==> config.mk <==
export PLATFORM = sky130hd
export DESIGN_NAME = line_pixel_generator_unit
export DESIGN_NICKNAME = d
export VERILOG_FILES = /design/src/hdl/lpg_pkg.sv /design/src/hdl/lpg_engine.sv /design/src/hdl/line_pixel_generator_unit.sv
export SDC_FILE = /design/constraint.sdc
export NUM_CORES = 1
export LEC_CHECK = 0
export BUFFER_PORTS_ARGS = -buffer_cell sky130_fd_sc_hd__buf_2
export CORE_MARGIN = 4
export CORE_UTILIZATION = 40
export DETAILED_ROUTE_END_ITERATION = 12
export HOLD_SLACK_MARGIN = 0.03
export SYNTH_ARGS = -nofsm -noshare
export SYNTH_HDL_FRONTEND = slang
export SYNTH_SLANG_ARGS = --single-unit
==> constraint.sdc <==
create_clock -name i_clk -period 4.09 [get_ports i_clk]
set_input_delay 0.2045 -clock i_clk [delete_from_list [all_inputs] [get_ports i_clk]]
set_output_delay 0.2045 -clock i_clk [all_outputs]
set_load 0.05 [all_outputs]
==> src/hdl/lpg_pkg.sv <==
// ============================================================================
// Line pixel generator package
// Request and result types, and the line kind codes shared by the design.
// ============================================================================
`default_nettype none

package lpg_pkg;

    // One request: a line load (mode 0) or a request for the next pixel (mode 1).
    typedef struct packed {
        logic       mode;
        logic [6:0] x_start;
        logic [5:0] y_start;
        logic [6:0] x_end;
        logic [5:0] y_end;
        logic       style;
    } t_req;

    // One emitted pixel.
    typedef struct packed {
        logic [6:0] pixel_x;
        logic [5:0] pixel_y;
        logic       pixel_on;
        logic       last_pixel;
    } t_res;

    localparam logic MODE_LOAD = 1'b0;
    localparam logic MODE_STEP = 1'b1;

    // Kind of the line being drawn; idle when no run is active.
    typedef enum logic [2:0] {
        KIND_IDLE = 3'd0,
        KIND_VERT = 3'd1,
        KIND_HORZ = 3'd2,
        KIND_XMAJ = 3'd3,
        KIND_YMAJ = 3'd4
    } t_kind;

endpackage

`default_nettype wire

==> src/hdl/lpg_engine.sv <==
// ============================================================================
// Line pixel generator engine
// Holds the line state, loads new lines and makes one Bresenham step per
// registered pixel request, writing the pixel into the result register.
// ============================================================================
`default_nettype none

module lpg_engine
    import lpg_pkg::*;
#(
    parameter int SCREEN_WIDTH  = 102,
    parameter int SCREEN_HEIGHT = 64
) (
    input  wire logic i_clk,
    input  wire logic i_rst_n,
    input  wire logic i_req_vld,
    input  wire t_req i_req,
    output logic      o_res_vld,
    output t_res      o_res
);

    localparam logic [6:0] XMAX = 7'(SCREEN_WIDTH - 1);
    localparam logic [5:0] YMAX = 6'(SCREEN_HEIGHT - 1);

    // Line state.
    logic [6:0]        r_cur_x, n_cur_x, r_tgt_x, n_tgt_x, r_dx, n_dx;
    logic [5:0]        r_cur_y, n_cur_y, r_tgt_y, n_tgt_y, r_dy, n_dy;
    logic signed [9:0] r_err, n_err;
    logic              r_sxn, n_sxn, r_syn, n_syn, r_style, n_style;
    t_kind             r_kind, n_kind;
    logic              r_res_vld, n_res_vld;
    t_res              r_res, n_res;

    // Clamped endpoints and load-time values.
    logic [6:0]        x1, x2, ld_dx;
    logic [5:0]        y1, y2, ld_dy;
    logic              ld_sxn, ld_syn;
    logic signed [9:0] ld_err_x, ld_err_y;

    // Step-time values.
    logic [6:0]        stp_x;
    logic [5:0]        stp_y;
    logic signed [9:0] e_dx2, e_dy2;

    assign x1 = (i_req.x_start > XMAX) ? XMAX : i_req.x_start;
    assign x2 = (i_req.x_end   > XMAX) ? XMAX : i_req.x_end;
    assign y1 = (i_req.y_start > YMAX) ? YMAX : i_req.y_start;
    assign y2 = (i_req.y_end   > YMAX) ? YMAX : i_req.y_end;

    assign ld_sxn = x1 > x2;
    assign ld_syn = y1 > y2;
    assign ld_dx  = ld_sxn ? (x1 - x2) : (x2 - x1);
    assign ld_dy  = ld_syn ? (y1 - y2) : (y2 - y1);

    assign ld_err_x = signed'({3'b000, ld_dy, 1'b0}) - signed'({3'b000, ld_dx});
    assign ld_err_y = signed'({2'b00, ld_dx, 1'b0}) - signed'({4'b0000, ld_dy});

    assign e_dx2 = signed'({2'b00, r_dx, 1'b0});
    assign e_dy2 = signed'({3'b000, r_dy, 1'b0});
    assign stp_x = r_sxn ? (r_cur_x - 7'd1) : (r_cur_x + 7'd1);
    assign stp_y = r_syn ? (r_cur_y - 6'd1) : (r_cur_y + 6'd1);

    always_comb begin
        n_cur_x   = r_cur_x;
        n_cur_y   = r_cur_y;
        n_tgt_x   = r_tgt_x;
        n_tgt_y   = r_tgt_y;
        n_dx      = r_dx;
        n_dy      = r_dy;
        n_err     = r_err;
        n_sxn     = r_sxn;
        n_syn     = r_syn;
        n_style   = r_style;
        n_kind    = r_kind;
        n_res_vld = 1'b0;
        n_res.pixel_x    = r_cur_x;
        n_res.pixel_y    = r_cur_y;
        n_res.pixel_on   = r_style;
        n_res.last_pixel = 1'b0;

        if (i_req_vld && i_req.mode == MODE_LOAD) begin
            n_style = i_req.style;
            n_sxn   = ld_sxn;
            n_syn   = ld_syn;
            n_dx    = ld_dx;
            n_dy    = ld_dy;
            if (x1 == x2) begin
                n_kind  = KIND_VERT;
                n_cur_x = x1;
                n_tgt_x = x1;
                n_cur_y = ld_syn ? y2 : y1;
                n_tgt_y = ld_syn ? y1 : y2;
                n_err   = '0;
            end else if (y1 == y2) begin
                n_kind  = KIND_HORZ;
                n_cur_y = y1;
                n_tgt_y = y1;
                n_cur_x = ld_sxn ? x2 : x1;
                n_tgt_x = ld_sxn ? x1 : x2;
                n_err   = '0;
            end else begin
                n_cur_x = x1;
                n_cur_y = y1;
                n_tgt_x = x2;
                n_tgt_y = y2;
                if (ld_dx >= {1'b0, ld_dy}) begin
                    n_kind = KIND_XMAJ;
                    n_err  = ld_err_x;
                end else begin
                    n_kind = KIND_YMAJ;
                    n_err  = ld_err_y;
                end
            end
        end else if (i_req_vld && i_req.mode == MODE_STEP) begin
            case (r_kind)
                KIND_VERT: begin
                    n_res_vld = 1'b1;
                    if (r_cur_y == r_tgt_y) begin
                        n_res.last_pixel = 1'b1;
                    end else begin
                        n_cur_y = r_cur_y + 6'd1;
                    end
                end
                KIND_HORZ: begin
                    n_res_vld = 1'b1;
                    if (r_cur_x == r_tgt_x) begin
                        n_res.last_pixel = 1'b1;
                    end else begin
                        n_cur_x = r_cur_x + 7'd1;
                    end
                end
                KIND_XMAJ: begin
                    n_res_vld = 1'b1;
                    if (r_err < 0) begin
                        n_err = r_err + e_dy2;
                    end else begin
                        n_err   = r_err + e_dy2 - e_dx2;
                        n_cur_y = stp_y;
                    end
                    n_cur_x = stp_x;
                    n_res.last_pixel = (stp_x == r_tgt_x);
                end
                KIND_YMAJ: begin
                    n_res_vld = 1'b1;
                    if (r_err < 0) begin
                        n_err = r_err + e_dx2;
                    end else begin
                        n_err   = r_err + e_dx2 - e_dy2;
                        n_cur_x = stp_x;
                    end
                    n_cur_y = stp_y;
                    n_res.last_pixel = (stp_y == r_tgt_y);
                end
                default: begin
                    n_res_vld = 1'b0;
                end
            endcase
            if (n_res.last_pixel) begin
                n_kind = KIND_IDLE;
            end
        end
    end

    always_ff @(posedge i_clk) begin
        if (!i_rst_n) begin
            r_kind    <= KIND_IDLE;
            r_res_vld <= 1'b0;
        end else begin
            r_kind    <= n_kind;
            r_res_vld <= n_res_vld;
        end
        r_cur_x <= n_cur_x;
        r_cur_y <= n_cur_y;
        r_tgt_x <= n_tgt_x;
        r_tgt_y <= n_tgt_y;
        r_dx    <= n_dx;
        r_dy    <= n_dy;
        r_err   <= n_err;
        r_sxn   <= n_sxn;
        r_syn   <= n_syn;
        r_style <= n_style;
        r_res   <= n_res;
    end

    assign o_res_vld = r_res_vld;
    assign o_res     = r_res;

    // A pixel only follows a registered pixel request.
    a_res_from_step: assert property (@(posedge i_clk) disable iff (!i_rst_n)
        r_res_vld |-> $past(i_req_vld && i_req.mode == MODE_STEP))
        else $error("pixel emitted without a pixel request");

    // A load never produces a pixel.
    a_load_silent: assert property (@(posedge i_clk) disable iff (!i_rst_n)
        (i_req_vld && i_req.mode == MODE_LOAD) |=> !r_res_vld)
        else $error("pixel emitted for a line load");

    // The last pixel of a run leaves the engine idle.
    a_last_idles: assert property (@(posedge i_clk) disable iff (!i_rst_n)
        (r_res_vld && r_res.last_pixel) |-> r_kind == KIND_IDLE)
        else $error("engine still active after the last pixel");

    // Emitted pixels lie on the screen.
    a_on_screen: assert property (@(posedge i_clk) disable iff (!i_rst_n)
        r_res_vld |-> (r_res.pixel_x <= XMAX && r_res.pixel_y <= YMAX))
        else $error("pixel outside the screen");

endmodule

`default_nettype wire

==> src/hdl/line_pixel_generator_unit.sv <==
// ============================================================================
// Line pixel generator unit
// Bresenham line rasterizer for a small monochrome display.
// ============================================================================
// A request with mode 0 loads a line: both endpoints are clamped to the
// screen, the style bit is latched, and nothing is emitted. Each later
// request with mode 1 emits one pixel of that line on o_res, marked by a
// single-cycle o_res_valid strobe, with last_pixel set on the final pixel;
// a pixel request while no line is active is dropped. Vertical and
// horizontal lines cover both endpoints in ascending order, whilst sloped
// lines run from the start point and stop one pixel short of the end point.
// A request is taken on every cycle that start is high: busy never rises,
// since each request is handled in one pass through the stepping logic
// between the request register and the result register. The pixel for a
// request passes through the request register and then the result register,
// so results come back in request order at up to one per cycle. The
// receiver cannot stall, so it must capture every strobed result when it
// appears.
// ============================================================================
`default_nettype none

module line_pixel_generator_unit
    import lpg_pkg::*;
#(
    parameter int SCREEN_WIDTH  = 102,
    parameter int SCREEN_HEIGHT = 64
) (
    input  wire logic i_clk,
    input  wire logic i_rst_n,
    input  wire logic start,
    output logic      busy,
    input  wire t_req i_req,
    output logic      o_res_valid,
    output t_res      o_res
);

    // Request register: holds the accepted request for the engine.
    logic r_req_vld;
    t_req r_req;

    assign busy = 1'b0;

    always_ff @(posedge i_clk) begin
        if (!i_rst_n) begin
            r_req_vld <= 1'b0;
        end else begin
            r_req_vld <= start && !busy;
        end
        if (start && !busy) begin
            r_req <= i_req;
        end
    end

    // The engine updates the line state and registers the emitted pixel.
    lpg_engine #(
        .SCREEN_WIDTH  (SCREEN_WIDTH),
        .SCREEN_HEIGHT (SCREEN_HEIGHT)
    ) u_engine (
        .i_clk     (i_clk),
        .i_rst_n   (i_rst_n),
        .i_req_vld (r_req_vld),
        .i_req     (r_req),
        .o_res_vld (o_res_valid),
        .o_res     (o_res)
    );

endmodule

`default_nettype wire
Yosys cells after proc, flatten, opt, wreduce, memory -nomap -nowiden
Index checks and enable logic that the tools add are counted.
{ "totals": {"reg_bits": 100, "input_bits": 31, "wordCells": 125} }
{ "op_classes": {"n_addsub": 14, "n_lt_le_gt_ge": 8, "eq_ne": 14, "n_mux": 49, "bitwise_logic": 3, "reduce_logical": 14} }
{ "op_table": {"columns": ["op", "n"], "rows": [
  ["two-way mux 7 bit", 14],
  ["two-way mux 6 bit", 13],
  ["two-way mux 10 bit", 7],
  ["== test 7 bit", 3],
  ["one-hot mux 7 bit (3 select lines)", 1],
  ["one-hot mux 10 bit (2 select lines)", 1],
  ["== test 6 bit", 3],
  ["two-way mux 3 bit", 6],
  ["one-hot mux 6 bit (3 select lines)", 1],
  ["greater-than comparator 7 bit (second input constant)", 2],
  ["subtractor 7 bit", 2],
  ["greater-than comparator 6 bit (second input constant)", 2],
  ["!= test 3 x 2 -> 1 bit (second input constant)", 4],
  ["subtractor 6 bit", 2],
  ["adder 10 x 8 -> 10 bit", 1],
  ["adder 10 x 9 -> 10 bit", 1],
  ["less-than comparator 10 x 1 -> 1 bit (second input constant)", 1],
  ["subtractor 10 x 8 -> 10 bit", 1],
  ["subtractor 10 x 9 -> 10 bit", 1],
  ["subtractor 8 x 6 -> 9 bit", 1],
  ["AND reduction 4 bit", 2],
  ["nonzero test 4 bit", 2],
  ["subtractor 7 x 7 -> 8 bit", 1],
  ["adder 7 x 1 -> 7 bit (second input constant)", 1],
  ["other kinds (19)", 29]
]} }

Depth between registers and ports, before layout
Gate-level depths: netlist of the first run.
{ "logic_depth": {"ltp_word": 9, "depth_mapped": 22} }

By module
From an unflattened synthesis of the first run, not the netlist that was laid out.
{ "unflattened": {"cells_unflattened": 760, "hier_area_um2": 7385.8} }
{ "modules_own_cells": {"columns": ["mod", "instances", "cells_per_inst", "area_per_inst_um2"], "rows": [
  ["lpg_engine", 1, 728, 6507.5],
  ["line_pixel_generator_unit", 1, 32, 878.3]
]} }

Least setup slack after synthesis of the first run
OpenSTA, ideal clock, no wires.
{ "synth_path": {"path_kind": "reg-to-reg", "from": "reg r_req[12] in the netlist's numbering", "to": "reg u_engine.r_err[6], data pin", "setup_ns": 0.274, "t_arrival_ns": 4.135, "path_slack_ns": -0.319, "stages_incl_launch_ff": 20, "n_path_buf": 1, "period_less_slack_ns": 4.409, "cell_sequence": "edfxtp_1 -> nand2_1 -> o21ai_0 -> inv_1 -> ha_1 -> nand3_1 -> or2_1 -> buf_6 -> o21ai_2 -> mux2_2 -> xnor2_1 -> ha_1 -> inv_1 -> o2111a_1 -> a311oi_2 -> and4_1 -> a311oi_2 -> mux2_2 -> o211ai_1 -> o311ai_2"} }
{ "synth_between": {"elab_chain_len": 9} }
{ "synth_rtl": {"columns": ["item", "line", "source"], "rows": [
  ["start: declaration", "line_pixel_generator_unit.sv:39", "t_req r_req;"],
  ["start signal: assignment", "line_pixel_generator_unit.sv:50", "r_req <= i_req;"],
  ["greater-than comparator 7 bit", "lpg_engine.sv:46", "assign x2 = (i_req.x_end > XMAX) ? XMAX : i_req.x_end;"],
  ["two-way mux 7 bit (*)", "lpg_engine.sv:46", null],
  ["subtractor 7 bit / greater-than comparator 7 bit (equally long branches)", "lpg_engine.sv:52, lpg_engine.sv:50", null],
  ["two-way mux 7 bit", "lpg_engine.sv:52", "assign ld_dx = ld_sxn ? (x1 - x2) : (x2 - x1);"],
  ["subtractor 8 x 6 -> 9 bit (tied with other cells)", "lpg_engine.sv:56", "assign ld_err_y = signed'({2'b00, ld_dx, 1'b0}) - signed'({4'b0000, ld_dy});"],
  ["two-way mux 10 bit", "lpg_engine.sv:106", "if (ld_dx >= {1'b0, ld_dy}) begin"],
  ["two-way mux 10 bit", "lpg_engine.sv:94", "end else if (y1 == y2) begin"],
  ["two-way mux 10 bit (*)", "lpg_engine.sv:87", "if (x1 == x2) begin"],
  ["two-way mux 10 bit (*)", "lpg_engine.sv:81", "if (i_req_vld && i_req.mode == MODE_LOAD) begin"],
  ["named net u_engine.n_err[6]", "lpg_engine.sv:28", "logic signed [9:0] r_err, n_err;"],
  ["end signal: assignment", "lpg_engine.sv:178", "r_err <= n_err;"],
  ["end: declaration", "lpg_engine.sv:28", null]
]} }
Mark *: on every way through the listed nets, which the timed path passes. The rest lies on a longest branch.
A chain may end at the register's enable or synchronous reset.

Final worst setup path of the first run
{ "layout_path": {"from": "reg r_req[9] in the netlist's numbering", "to": "reg u_engine.r_err[6], data pin"} }
Same word-level chain as after synthesis.

==> qor.txt, run 1 <==
via count of the first global-routing pass = 6125
total power = 4.904 mW
CP Data Required Time = 4170 ps
predominant post-synthesis flop cell = edfxtp_1
post-route cell area = 0.009527 mm^2
Reg clk slew, reported paths = 70 ps
antenna violations before repair = 0
drt total wl = 18990 um
Hold Path Class = input pin to flip-flop
Area growth, synth to finish = 22.75%
IO Pins = 48
GRT Overall Usage = 17.84%
clock skew = 9.504 ps
Fin. Hold Viols = 0
Tcrit/Tclk final = 101.7%
VDD IR max = 281.0 uV
wire length per cell = 15.73 um
final setup fails = 1
ANT cells = 0
Iter 0 DRT Violations = 379
vias per cell = 5.215
Netlist cell types = 81
register area = 0.002773 mm^2
RSZ-0062 raised after global routing = yes
failing checks = negative setup slack
Synth warnings = 0
Sink Count = 99
DP Area = 0.008692 mm^2
Synth async-reset ratio = 0%
Layout Nets = 1052
EDFF count, synth = 79
CTS tree = yes
CTS Buf Count = 9
number of synthesized register bits = 99
global-route wire length before repair = 31160 um
Multi-input gate area = 0.004752 mm^2
H-tree level count = 3
layout cells sized above 1 = 21.86%
Post-Synthesis Cells = 824
final core occ = 50.42%
largest net degree at the start of global routing = 30
Fillers = 1774
Final Max Tran Viols = 0
port bufs = 46
Clock Latency Late Sink = 350 ps
post-placement cell count = 1154
Leak = 4.084 nW
crit path max fanout = 8
post-synthesis average cell area = 9.419 um^2
Net Count, Synth = 934
initial core utilization = 41.08%
Critical Path AT = 4240 ps
Core ar. = 0.01889 mm^2
Max-cap violations = 0
via count = 6295
DRC Markers = 0
CP Capture Type = flip-flop
Worst Tran Pin Value = 1018 ps
sequential-to-total area share from yosys stat = 35.72%
Rows = 50
Final HPWL DP = 14980 um
P per Cell Area = 514.8 mW/mm^2
die area = 0.02170 mm^2
crit path time final = 4161 ps
fmax = 0.2403 GHz
die width = 147.3 um
Synth Cell Area = 0.007761 mm^2
Layout Cells excl Fill = 1207
Critical Path Start Type = flip-flop
final worst slack = -70.70 ps
Root Driver = clkbuf_16
Routability Congestion = 0.8785
status = complete, but fails checks
final antenna-violating net count = 0
max_slew headroom = 31.40%
flop2flop setup slack = -70 ps
Pre-antenna DRT Iters = 5
GRT overflow = 0
DIE HEIGHT = 147.3 um
critical path class = flip-flop to flip-flop
Bufs on Longest Clock Path = 2
==> per-layer routing <==
| layer | vias up | track usage, % | share of wire [%] | routed length (um) |
|---|---|---|---|---|
| met5 | - | 0 | 0 | 0 |
| met4 | 0 | 4.007 | 1.5 | 278 |
| met1 | 2963 | 24.83 | 47 | 9004 |
| met2 | 136 | 29.40 | 47 | 8892 |
| li1 | 3175 | - | - | - |
| met3 | 21 | 2.838 | 4.3 | 811 |
==> worst max-delay path: stages, from the launching register on <==
cell	delay [ps]
edfxtp_1	400
a211oi_2	290
nor2_2	80
nor2_2	120
inv_2	70
ha_4	310
nand3_1	90
or2_1	240
o21ai_2	90
mux2_4	350
xnor2_4	130
ha_2	200
inv_2	50
o2111a_1	180
a311oi_2	50
and4_1	240
a311oi_4	310
mux2_4	330
o211ai_1	210
o311ai_2	130
==> logic make-up (layout without fill, tap and decap cells) <==
group | after synthesis | in the layout | share of synthesized area [%]
muxes | 23 | 23 | 3.869
buffers and inverters | 121 | 243 | 6.319
other | 1 | 1 | 0.04832
AOI/OAI and AO/OA | 207 | 207 | 18.15
adders and majority gates | 79 | 79 | 13.61
and+or+nand+nor | 226 | 227 | 14.25
DFF | 99 | 99 | 35.72
xor gates and xnor gates | 68 | 68 | 8.028
==> cells in the final DEF, fill, tap and decap left out, drive strengths merged, types with 6 or more instances in the layout <==
| master | n |
|---|---|
| a211oi | 7 |
| a21o | 24 |
| a21oi | 57 |
| a31oi | 7 |
| and2 | 6 |
| buf | 121 |
| clkbuf | 9 |
| dfxtp | 20 |
| dlygate4sd3 | 28 |
| edfxtp | 79 |
| fa | 9 |
| ha | 70 |
| inv | 82 |
| mux2 | 6 |
| mux2i | 12 |
| nand2 | 73 |
| nand2b | 10 |
| nand3 | 12 |
| nand4 | 8 |
| nor2 | 58 |
| nor2b | 16 |
| nor3 | 9 |
| nor4 | 9 |
| o211ai | 14 |
| o21a | 6 |
| o21ai | 45 |
| xnor2 | 42 |
| xor2 | 24 |
==> through the flow <==
step / hold WS (ps) / TNS (ps) / setup slack [ps]
2_1_floorplan: 303.4 / 0 / 10.34
3_3_place_gp: 330.3 / -78.42 / -78.42
3_5_place_dp: 339.3 / -81.33 / -61.66
4_1_cts: 124.3 / -31.28 / -31.28
5_1_grt: 132.0 / -1300 / -288.7
6_report: 140.5 / -70.70 / -70.70
==> power by group <==
part | switching [mW] | leakage, nW | internal, mW
Clock | 0.390 | 0.153 | 0.485
Sequential | 0.0692 | 0.908 | 1.21
Combinational | 1.44 | 3.02 | 1.31
Total | 1.90 | 4.08 | 3.01
==> area by class of cell <==
cell class / count / share of cell area, %
multi-input cells: 605 / 49.88
flip-flops and latches: 99 / 29.10
repair buffers: 149 / 11.31
well taps: 260 / 3.415
inverters: 78 / 3.073
clock buffers: 9 / 2.364
clock inverters: 7 / 0.8537
==> repair_timing <==
| item | CTS | global route |
|---|---|---|
| endpoints found under the hold margin | 28 | 0 |
| hold buffers | 28 | 0 |
| setup endpoints to repair | 2 | 12 |
| resized for setup | 7 | 34 |
| gates cloned | 0 | 1 |
| pin swaps | 2 | 22 |
| buffers inserted | 2 | 6 |
==> cell usage after synthesis, drive strengths merged (4+ instances only) <==
cell	n	share of area [%]
nor4	9	0.73
a31oi	7	0.56
inv	78	3.8
mux2	6	0.87
nand4	8	0.73
nand3	12	0.77
nor2b	16	1.3
ha	70	11
o21a	6	0.58
o211ai	14	1.5
mux2i	12	1.5
a31o	4	0.45
nand2b	10	0.81
nor3	9	0.58
a311oi	5	0.95
edfxtp	79	31
a21boi	4	0.39
xnor2	42	4.7
xor2	24	2.7
and2	6	0.48
nand2	72	3.5
a21o	24	2.3
a211oi	7	0.68
buf	7	0.79
mux4	5	1.5
and3	5	0.40
nor2	58	2.8
o21bai	4	0.39
clkbuf	36	1.8
a21oi	57	3.7
o21ai	45	3.0
dfxtp	20	5.2
fa	9	2.3
o311ai	4	0.55
==> sequential cells by signal, summed over array words and instances, names as in the netlist, 3 cells and up <==
name              count
r_req                28
u_engine.r_dx         7
u_engine.r_dy         6
u_engine.r_err        9
u_engine.r_kind       3
u_engine.r_tgt_y      6
u_engine.r_tgt_x      7
u_engine.r_cur_x      7
u_engine.r_cur_y      6
u_engine.o_res       15
==> final timing paths <==
path,start,cells after the start,endpoint
worst max-delay path,r_req[9]$_DFFE_PP_,19,u_engine.r_err[6]$_DFFE_PP_
worst min-delay path,i_rst_n,3,u_engine.o_res_vld$_SDFF_PP0_
worst max register to register,r_req[9]$_DFFE_PP_,19,u_engine.r_err[6]$_DFFE_PP_
worst min register to register,u_engine.r_style$_DFFE_PP_,0,u_engine.o_res[1]$_DFF_P_
(Power assumes the default switching activity.)
==> run 2: changes to the inputs <==
--- a/config.mk
+++ b/config.mk
@@ -5,11 +5,13 @@
 export SDC_FILE = /design/constraint.sdc
 export NUM_CORES = 1
 export LEC_CHECK = 0
+export ABC_AREA = 1
 export BUFFER_PORTS_ARGS = -buffer_cell sky130_fd_sc_hd__buf_2
 export CORE_MARGIN = 4
 export CORE_UTILIZATION = 40
 export DETAILED_ROUTE_END_ITERATION = 12
 export HOLD_SLACK_MARGIN = 0.03
+export SETUP_SLACK_MARGIN = 0.3
 export SYNTH_ARGS = -nofsm -noshare
 export SYNTH_HDL_FRONTEND = slang
 export SYNTH_SLANG_ARGS = --single-unit
==> constraint.sdc (replaced) <==
create_clock -name i_clk -period 4.9 [get_ports i_clk]
set_input_delay 0.245 -clock i_clk [delete_from_list [all_inputs] [get_ports i_clk]]
set_output_delay 0.245 -clock i_clk [all_outputs]
set_load 0.05 [all_outputs]
==> run 2 against run 1 <==
  * The run now ends clean
  * Critical endpoint is now u_engine.r_err[3]$_DFFE_PP_
  * Cell count rose by 14%
  * Clock-buffer cell count increased by 3
  * Combinational power fell by 43%
==> qor.txt, run 2 <==
status = finished clean
final setup fails = 0
top routing layer in use = met4
largest net degree at the start of global routing = 30
wl on met1 = 10170 um
reg-to-reg startpoint = r_req[11]$_DFFE_PP_
ANT cells = 0
Pre-antenna DRT Iters = 5
max_slew headroom = 18.88%
Hold Path Class = input pin to flip-flop
Synth async-reset ratio = 0%
register area = 0.002773 mm^2
Tcrit/Tclk final = 83.46%
die area = 0.02263 mm^2
Worst Setup SP = r_req[11]$_DFFE_PP_
count leader, synth = nand2_1
Net Count, Synth = 1187
GRT Overall Usage = 18.20%
Root Driver = clkbuf_16
met2 wire len = 8549 um
setup TNS = 0 ps
Area growth, synth to finish = 9.188%
RSZ-0062 raised after global routing = no
layout cells sized above 1 = 8.927%
crit path max fanout = 12
Fin. Hold Viols = 0
wire length per cell = 14.36 um
Clock Latency Late Sink = 350 ps
Critical Path AT = 4180 ps
Layout Nets = 1214
commonest non-fill, non-tap cell in the layout = nand2_1
synth top area cells = edfxtp_1 (29%), nand2_1 (13%), ha_1 (11%)
CTS tree = yes
sequential-to-total area share from yosys stat = 34.16%
Final Max Tran Viols = 0
VDD IR max = 281.1 uV
Max-cap violations = 0
via count of the first global-routing pass = 6368
hold_buf cts = 0
post-placement cell count = 1358
Routability Congestion = 0.9111
top cell type's share of synthesized area = 29.23%
Netlist cell types = 46
crit path time final = 4090 ps
FF-to-FF path depth = 24
NetSw = 1.385 mW
Synth top cells by count = nand2_1 (278), inv_1 (169), nand3_1 (98)
fmax = 0.2445 GHz
Iter 0 DRT Violations = 514
Multi-input gate area = 0.004539 mm^2
Reg clk slew, reported paths = 80 ps
post-synth top area cell = edfxtp_1
CTS Buf Count = 9
Sink Count = 99
r2r endpoint = u_engine.r_err[3]$_DFFE_PP_
final antenna-violating net count = 0
H-tree level count = 3
commonest non-fill, non-tap cells in the layout = nand2_1 (278), inv_1 (169), nand3_1 (98)
Pint = 1.979 mW
P per Cell Area = 379.6 mW/mm^2
Bufs on Longest Clock Path = 2
initial core utilization = 41.16%
Final HPWL DP = 15870 um
post_cts resized = 0
Clk pwr share = 21.9%
IO Pins = 48
max FFs per register = 28
Post-Synthesis Cells = 1077
Worst Tran Pin Value = 1217 ps
via count = 6873
Logic pwr share = 46.9%
port bufs = 46
sequential power share = 31.2%
Synth Cell Area = 0.008117 mm^2
Layout Cells excl Fill = 1374
DRC Markers = 0
setup repair bufs after CTS = 0
most flop-heavy register = r_req
die width = 150.4 um
Sw Share = 41.16%
predominant post-synthesis flop cell = edfxtp_1
post-route cell area = 0.008862 mm^2
Fillers = 1927
antenna violations before repair = 0
DP Area = 0.008549 mm^2
clock skew = 13.98 ps
Rows = 51
Worst Setup EP = u_engine.r_err[3]$_DFFE_PP_
EDFF count, synth = 79
vias per cell = 5.002
DIE HEIGHT = 150.4 um
post-synthesis average cell area = 7.536 um^2
Critical Path Start Type = flip-flop
Synth warnings = 0
WL met3 = 804 um
critical path class = flip-flop to flip-flop
global-route wire length before repair = 32640 um
flop2flop setup slack = 810 ps
Core ar. = 0.01972 mm^2
Leak = 4.319 nW
number of synthesized register bits = 99
GRT overflow = 0
CP Capture Type = flip-flop
CP Data Required Time = 4990 ps
total power = 3.364 mW
drt total wl = 19730 um
run 2: cell types whose count changed in the layout (fill, tap and decap cells not counted), moves of 14 or more:
| cell | previous run | this run |
|---|---|---|
| nand2_1 | 71 | 278 |
| inv_1 | 72 | 169 |
| nand3_1 | 10 | 98 |
| buf_4 | 74 | 2 |
| dlygate4sd3_1 | 28 | 0 |
| xnor2_1 | 40 | 17 |
| a21o_1 | 24 | 4 |
| a21oi_1 | 52 | 67 |
| nor2b_1 | 15 | 0 |
| nand2_2 | 2 | 16 |
run 2: logic make-up (layout without fill, tap and decap cells):
logic type	count (synthesis)	in the layout	share of synthesized area, %
simple gates	483	483	26.50
buf+inv	208	240	9.974
compound gates	163	163	11.55
flops	99	99	34.16
fa+ha+maj	79	79	13.01
xor+xnor	43	43	4.640
other cells	1	1	0.04620
mux	1	1	0.1233
run 2: through the flow:
step,utilization (%),hold WS (ps),setup slack (ps)
5_1_grt,44.95,46.32,336.5
3_5_place_dp,43.36,342.4,818.3
2_1_floorplan,-,323.3,1259
3_3_place_gp,43.36,324.7,988.5
4_1_cts,44.95,52.50,789.9
6_report,44.95,65.43,810.3
run 2: cell type report:
| type | count | share of cell area (%) |
|---|---|---|
| well taps | 265 | 3.741 |
| multi-input cells | 770 | 51.22 |
| clock inverters | 4 | 0.3812 |
| inverters | 176 | 7.454 |
| flip-flops and latches | 99 | 31.29 |
| clock buffers | 12 | 3.148 |
| repair buffers | 48 | 2.767 |
run 2: worst min path at each step:
stage                               start                         to  slack (ps)  cells after the start
2_1_floorplan  u_engine.r_style$_DFFE_PP_  u_engine.o_res[1]$_DFF_P_         320                      0
3_3_place_gp   u_engine.r_style$_DFFE_PP_  u_engine.o_res[1]$_DFF_P_         320                      0
3_5_place_dp   u_engine.r_style$_DFFE_PP_  u_engine.o_res[1]$_DFF_P_         340                      0
4_1_cts                          i_req[4]         r_req[4]$_DFFE_PP_          50                      1
5_1_grt                         i_req[19]        r_req[19]$_DFFE_PP_          50                      1
6_report                         i_req[3]         r_req[3]$_DFFE_PP_          70                      1
run 2: critical path: stages (launching register included):
cell and delay (ps):
edfxtp_1 390, nor2_1 130, nand2_1 70, nand3_1 100
inv_1 80, nor2_1 170, inv_1 80, ha_1 470
nand2_2 130, nor2_4 140, nand4_4 180, nand2_4 240
mux2i_1 250, xnor2_1 190, inv_1 120, ha_1 280
inv_1 30, a21oi_1 100, nand2_1 60, nand2_1 120
nand2_1 90, nand2_2 160, nand3_1 120, nand3_1 80
nand2_1 50
run 2: per-layer routing:
| metal | vias to the layer above | GRT usage, % |
|---|---|---|
| met4 | 0 | 3.934 |
| met1 | 3133 | 27.29 |
| met3 | 15 | 2.167 |
| met2 | 126 | 28.17 |
| li1 | 3599 | - |
| met5 | - | 0 |
run 2: power by group through the flow:
stage | Sequential (mW) | Combinational (mW) | Clock [mW]
finish | 1.05 | 1.58 | 0.736
global placement | 1.07 | 1.56 | 0
floorplan | 1.06 | 1.23 | 0
detailed placement | 1.07 | 1.57 | 0
global route | 1.06 | 1.81 | 0.794
CTS | 1.05 | 1.57 | 0.756
==> run 3: changes to the inputs <==
==> constraint.sdc (replaced) <==
create_clock -name i_clk -period 3.7 [get_ports i_clk]
set_input_delay 0.185 -clock i_clk [delete_from_list [all_inputs] [get_ports i_clk]]
set_output_delay 0.185 -clock i_clk [all_outputs]
set_load 0.05 [all_outputs]
==> run 3 against run 2 <==
  * Clock power grew 35%
  * Clock skew rose by 2.9 ps
  * Largest cell class unchanged
  * Global-route usage up 2.4 points
  * Via count increased by 9.8%
  * Cell count is 7.9% higher
==> qor.txt, run 3 (synthesized netlist as in run 2, its figures left out) <==
Area growth, synth to finish = 24.09%
max FFs per register = 28
layout cells sized above 1 = 18.73%
Max-cap violations = 0
Routability Congestion = 0.9613
final setup fails = 0
Iter 0 DRT Violations = 451
critical path class = flip-flop to flip-flop
CTS Buf Count = 9
post-placement cell count = 1393
max_slew headroom = 40.27%
total power = 4.923 mW
commonest non-fill, non-tap cell in the layout = nand2_1
port bufs = 46
NetSw = 1.992 mW
Hold Path Class = input pin to flip-flop
drt total wl = 22800 um
die area = 0.02263 mm^2
largest net degree at the start of global routing = 30
vias per cell = 5.094
via count = 7549
ANT cells = 0
Final Max Tran Viols = 0
delay-heaviest family, CP = simple AND/OR/NAND/NOR gates
clock skew = 16.83 ps
sequential power share = 28.2%
Critical Path Start Type = flip-flop
Rows = 51
Core ar. = 0.01972 mm^2
slowest CP cell = edfxtp_1
Fin. Hold Viols = 0
final worst slack = 229.9 ps
via count of the first global-routing pass = 7174
antenna violations before repair = 1
commonest non-fill, non-tap cells in the layout = nand2_1 (270), inv_1 (159), nand3_1 (94)
die width = 150.4 um
Sink Count = 99
Worst Tran Pin Value = 886.5 ps
crit path time final = 3470 ps
DP Area = 0.008861 mm^2
CP Capture Type = flip-flop
Layout Nets = 1322
GRT Overall Usage = 20.61%
Clock Latency Late Sink = 360 ps
RSZ-0062 raised after global routing = yes
WP buf/inv = 4
CTS tree = yes
CP dominant cell by count = nand2_1
Reg clk slew, reported paths = 70 ps
Root Driver = clkbuf_16
GRT overflow = 0
DRC Markers = 0
initial core utilization = 41.16%
Leak = 4.853 nW
Critical Path AT = 3580 ps
Layout Cells excl Fill = 1482
DIE HEIGHT = 150.4 um
worst slack, placed = 59.52 ps
Tcrit/Tclk final = 93.79%
fmax = 0.2882 GHz
wire length per cell = 15.38 um
Sw Share = 40.46%
Clk pwr share = 20.2%
CP Data Required Time = 3810 ps
largest stage delay on the critical path = 410 ps
H-tree level count = 3
P per Cell Area = 488.8 mW/mm^2
Pint = 2.931 mW
IO Pins = 48
status = finished clean
most flop-heavy register = r_req
global-route wire length before repair = 36340 um
crit path max fanout = 8
CP Cell Sequence = nor2_1, nand2_1, nand3_4, inv_4, nor2_4, inv_2, ha_4, nand2_4, nor2_4, nand4_4, nand2_4, mux2i_1, xnor2_1, inv_1, ha_1, inv_1, a21oi_1, nand2_1, nand2_2, a21oi_4, o21ai_1, nand2_1, nand2_1
Pre-antenna DRT Iters = 5
Final HPWL DP = 17550 um
final antenna-violating net count = 0
Bufs on Longest Clock Path = 2
post-route cell area = 0.01007 mm^2
VDD IR max = 329.5 uV
Logic pwr share = 51.6%
==> run 3: changes by cell type in the layout (fill, tap and decap cells not counted), moves of 8 or more <==
cell / change
inv_2: +8
nand2_1: -8
buf_4: +64
inv_1: -10
buf_6: +16
ha_1: -10
dlygate4sd3_1: +28
==> run 3: per-layer routing <==
metal / up-vias / track usage, % / part of all wire [%]
met5: - / 0 / 0.075
met4: 2 / 8.692 / 3.9
met3: 49 / 4.004 / 5.7
met2: 208 / 32.25 / 44
met1: 3471 / 27.89 / 46
li1: 3819 / - / -
==> run 3: worst register-to-register path: cells and delay by family, from the launching register on <==
family / cells / cell delay (ps)
AOI/OAI and AO/OA: 3 / 430
xor gates and xnor gates: 1 / 160
adders and majority gates: 2 / 580
buffers and inverters: 4 / 270
DFF: 1 / 410
muxes: 1 / 220
and+or+nand+nor: 12 / 1140
==> run 3: path summary, 6_finish.rpt <==
kind	endpoint	cells after the start	slack, ps	startpoint
max	u_engine.r_err[9]$_DFFE_PP_	23	230	r_req[11]$_DFFE_PP_
min	r_req_vld$_SDFF_PN0_	3	80	i_rst_n
min reg2reg	u_engine.o_res[1]$_DFF_P_	0	350	u_engine.r_style$_DFFE_PP_
max reg2reg	u_engine.r_err[9]$_DFFE_PP_	23	230	r_req[11]$_DFFE_PP_
==> run 3: power groups by stage <==
| stage | Clock (mW) | Sequential [mW] | Combinational, mW |
|---|---|---|---|
| finish | 0.994 | 1.39 | 2.54 |
| global route | 1.06 | 1.40 | 2.84 |
| CTS | 1.01 | 1.39 | 2.40 |
| detailed placement | 0 | 1.41 | 2.23 |
| global placement | 0 | 1.41 | 2.21 |
| floorplan | 0 | 1.40 | 1.67 |
==> run 3: timing repair <==
item / CTS / global route
resized for setup: 37 / 35
buffers inserted: 38 / 7
hold buffers: 28 / 0
pin swaps: 23 / 18
setup endpoints to repair: 12 / 15
endpoints found under the hold margin: 28 / 0
==> run 3: layout make-up <==
class                           count  area (um^2)
Inverter                          176        665.6
Fill cell                        1878         9646
Tap cell                          265        331.6
Clock inverter                      4        53.80
Timing Repair Buffer              156         1186
Multi-Input combinational cell    770         4805
Clock buffer                       12        257.7
Sequential cell                    99         2773
==> run 3: through the flow <==
stage / util, % / hold WS [ps] / setup TNS [ps]
2_1_floorplan: - / 278.5 / 0
3_3_place_gp: 44.94 / 324.8 / 0
3_5_place_dp: 44.94 / 343.5 / 0
4_1_cts: 50.10 / 41.98 / 0
5_1_grt: 51.08 / 89.54 / -26.49
6_report: 51.08 / 84.17 / 0
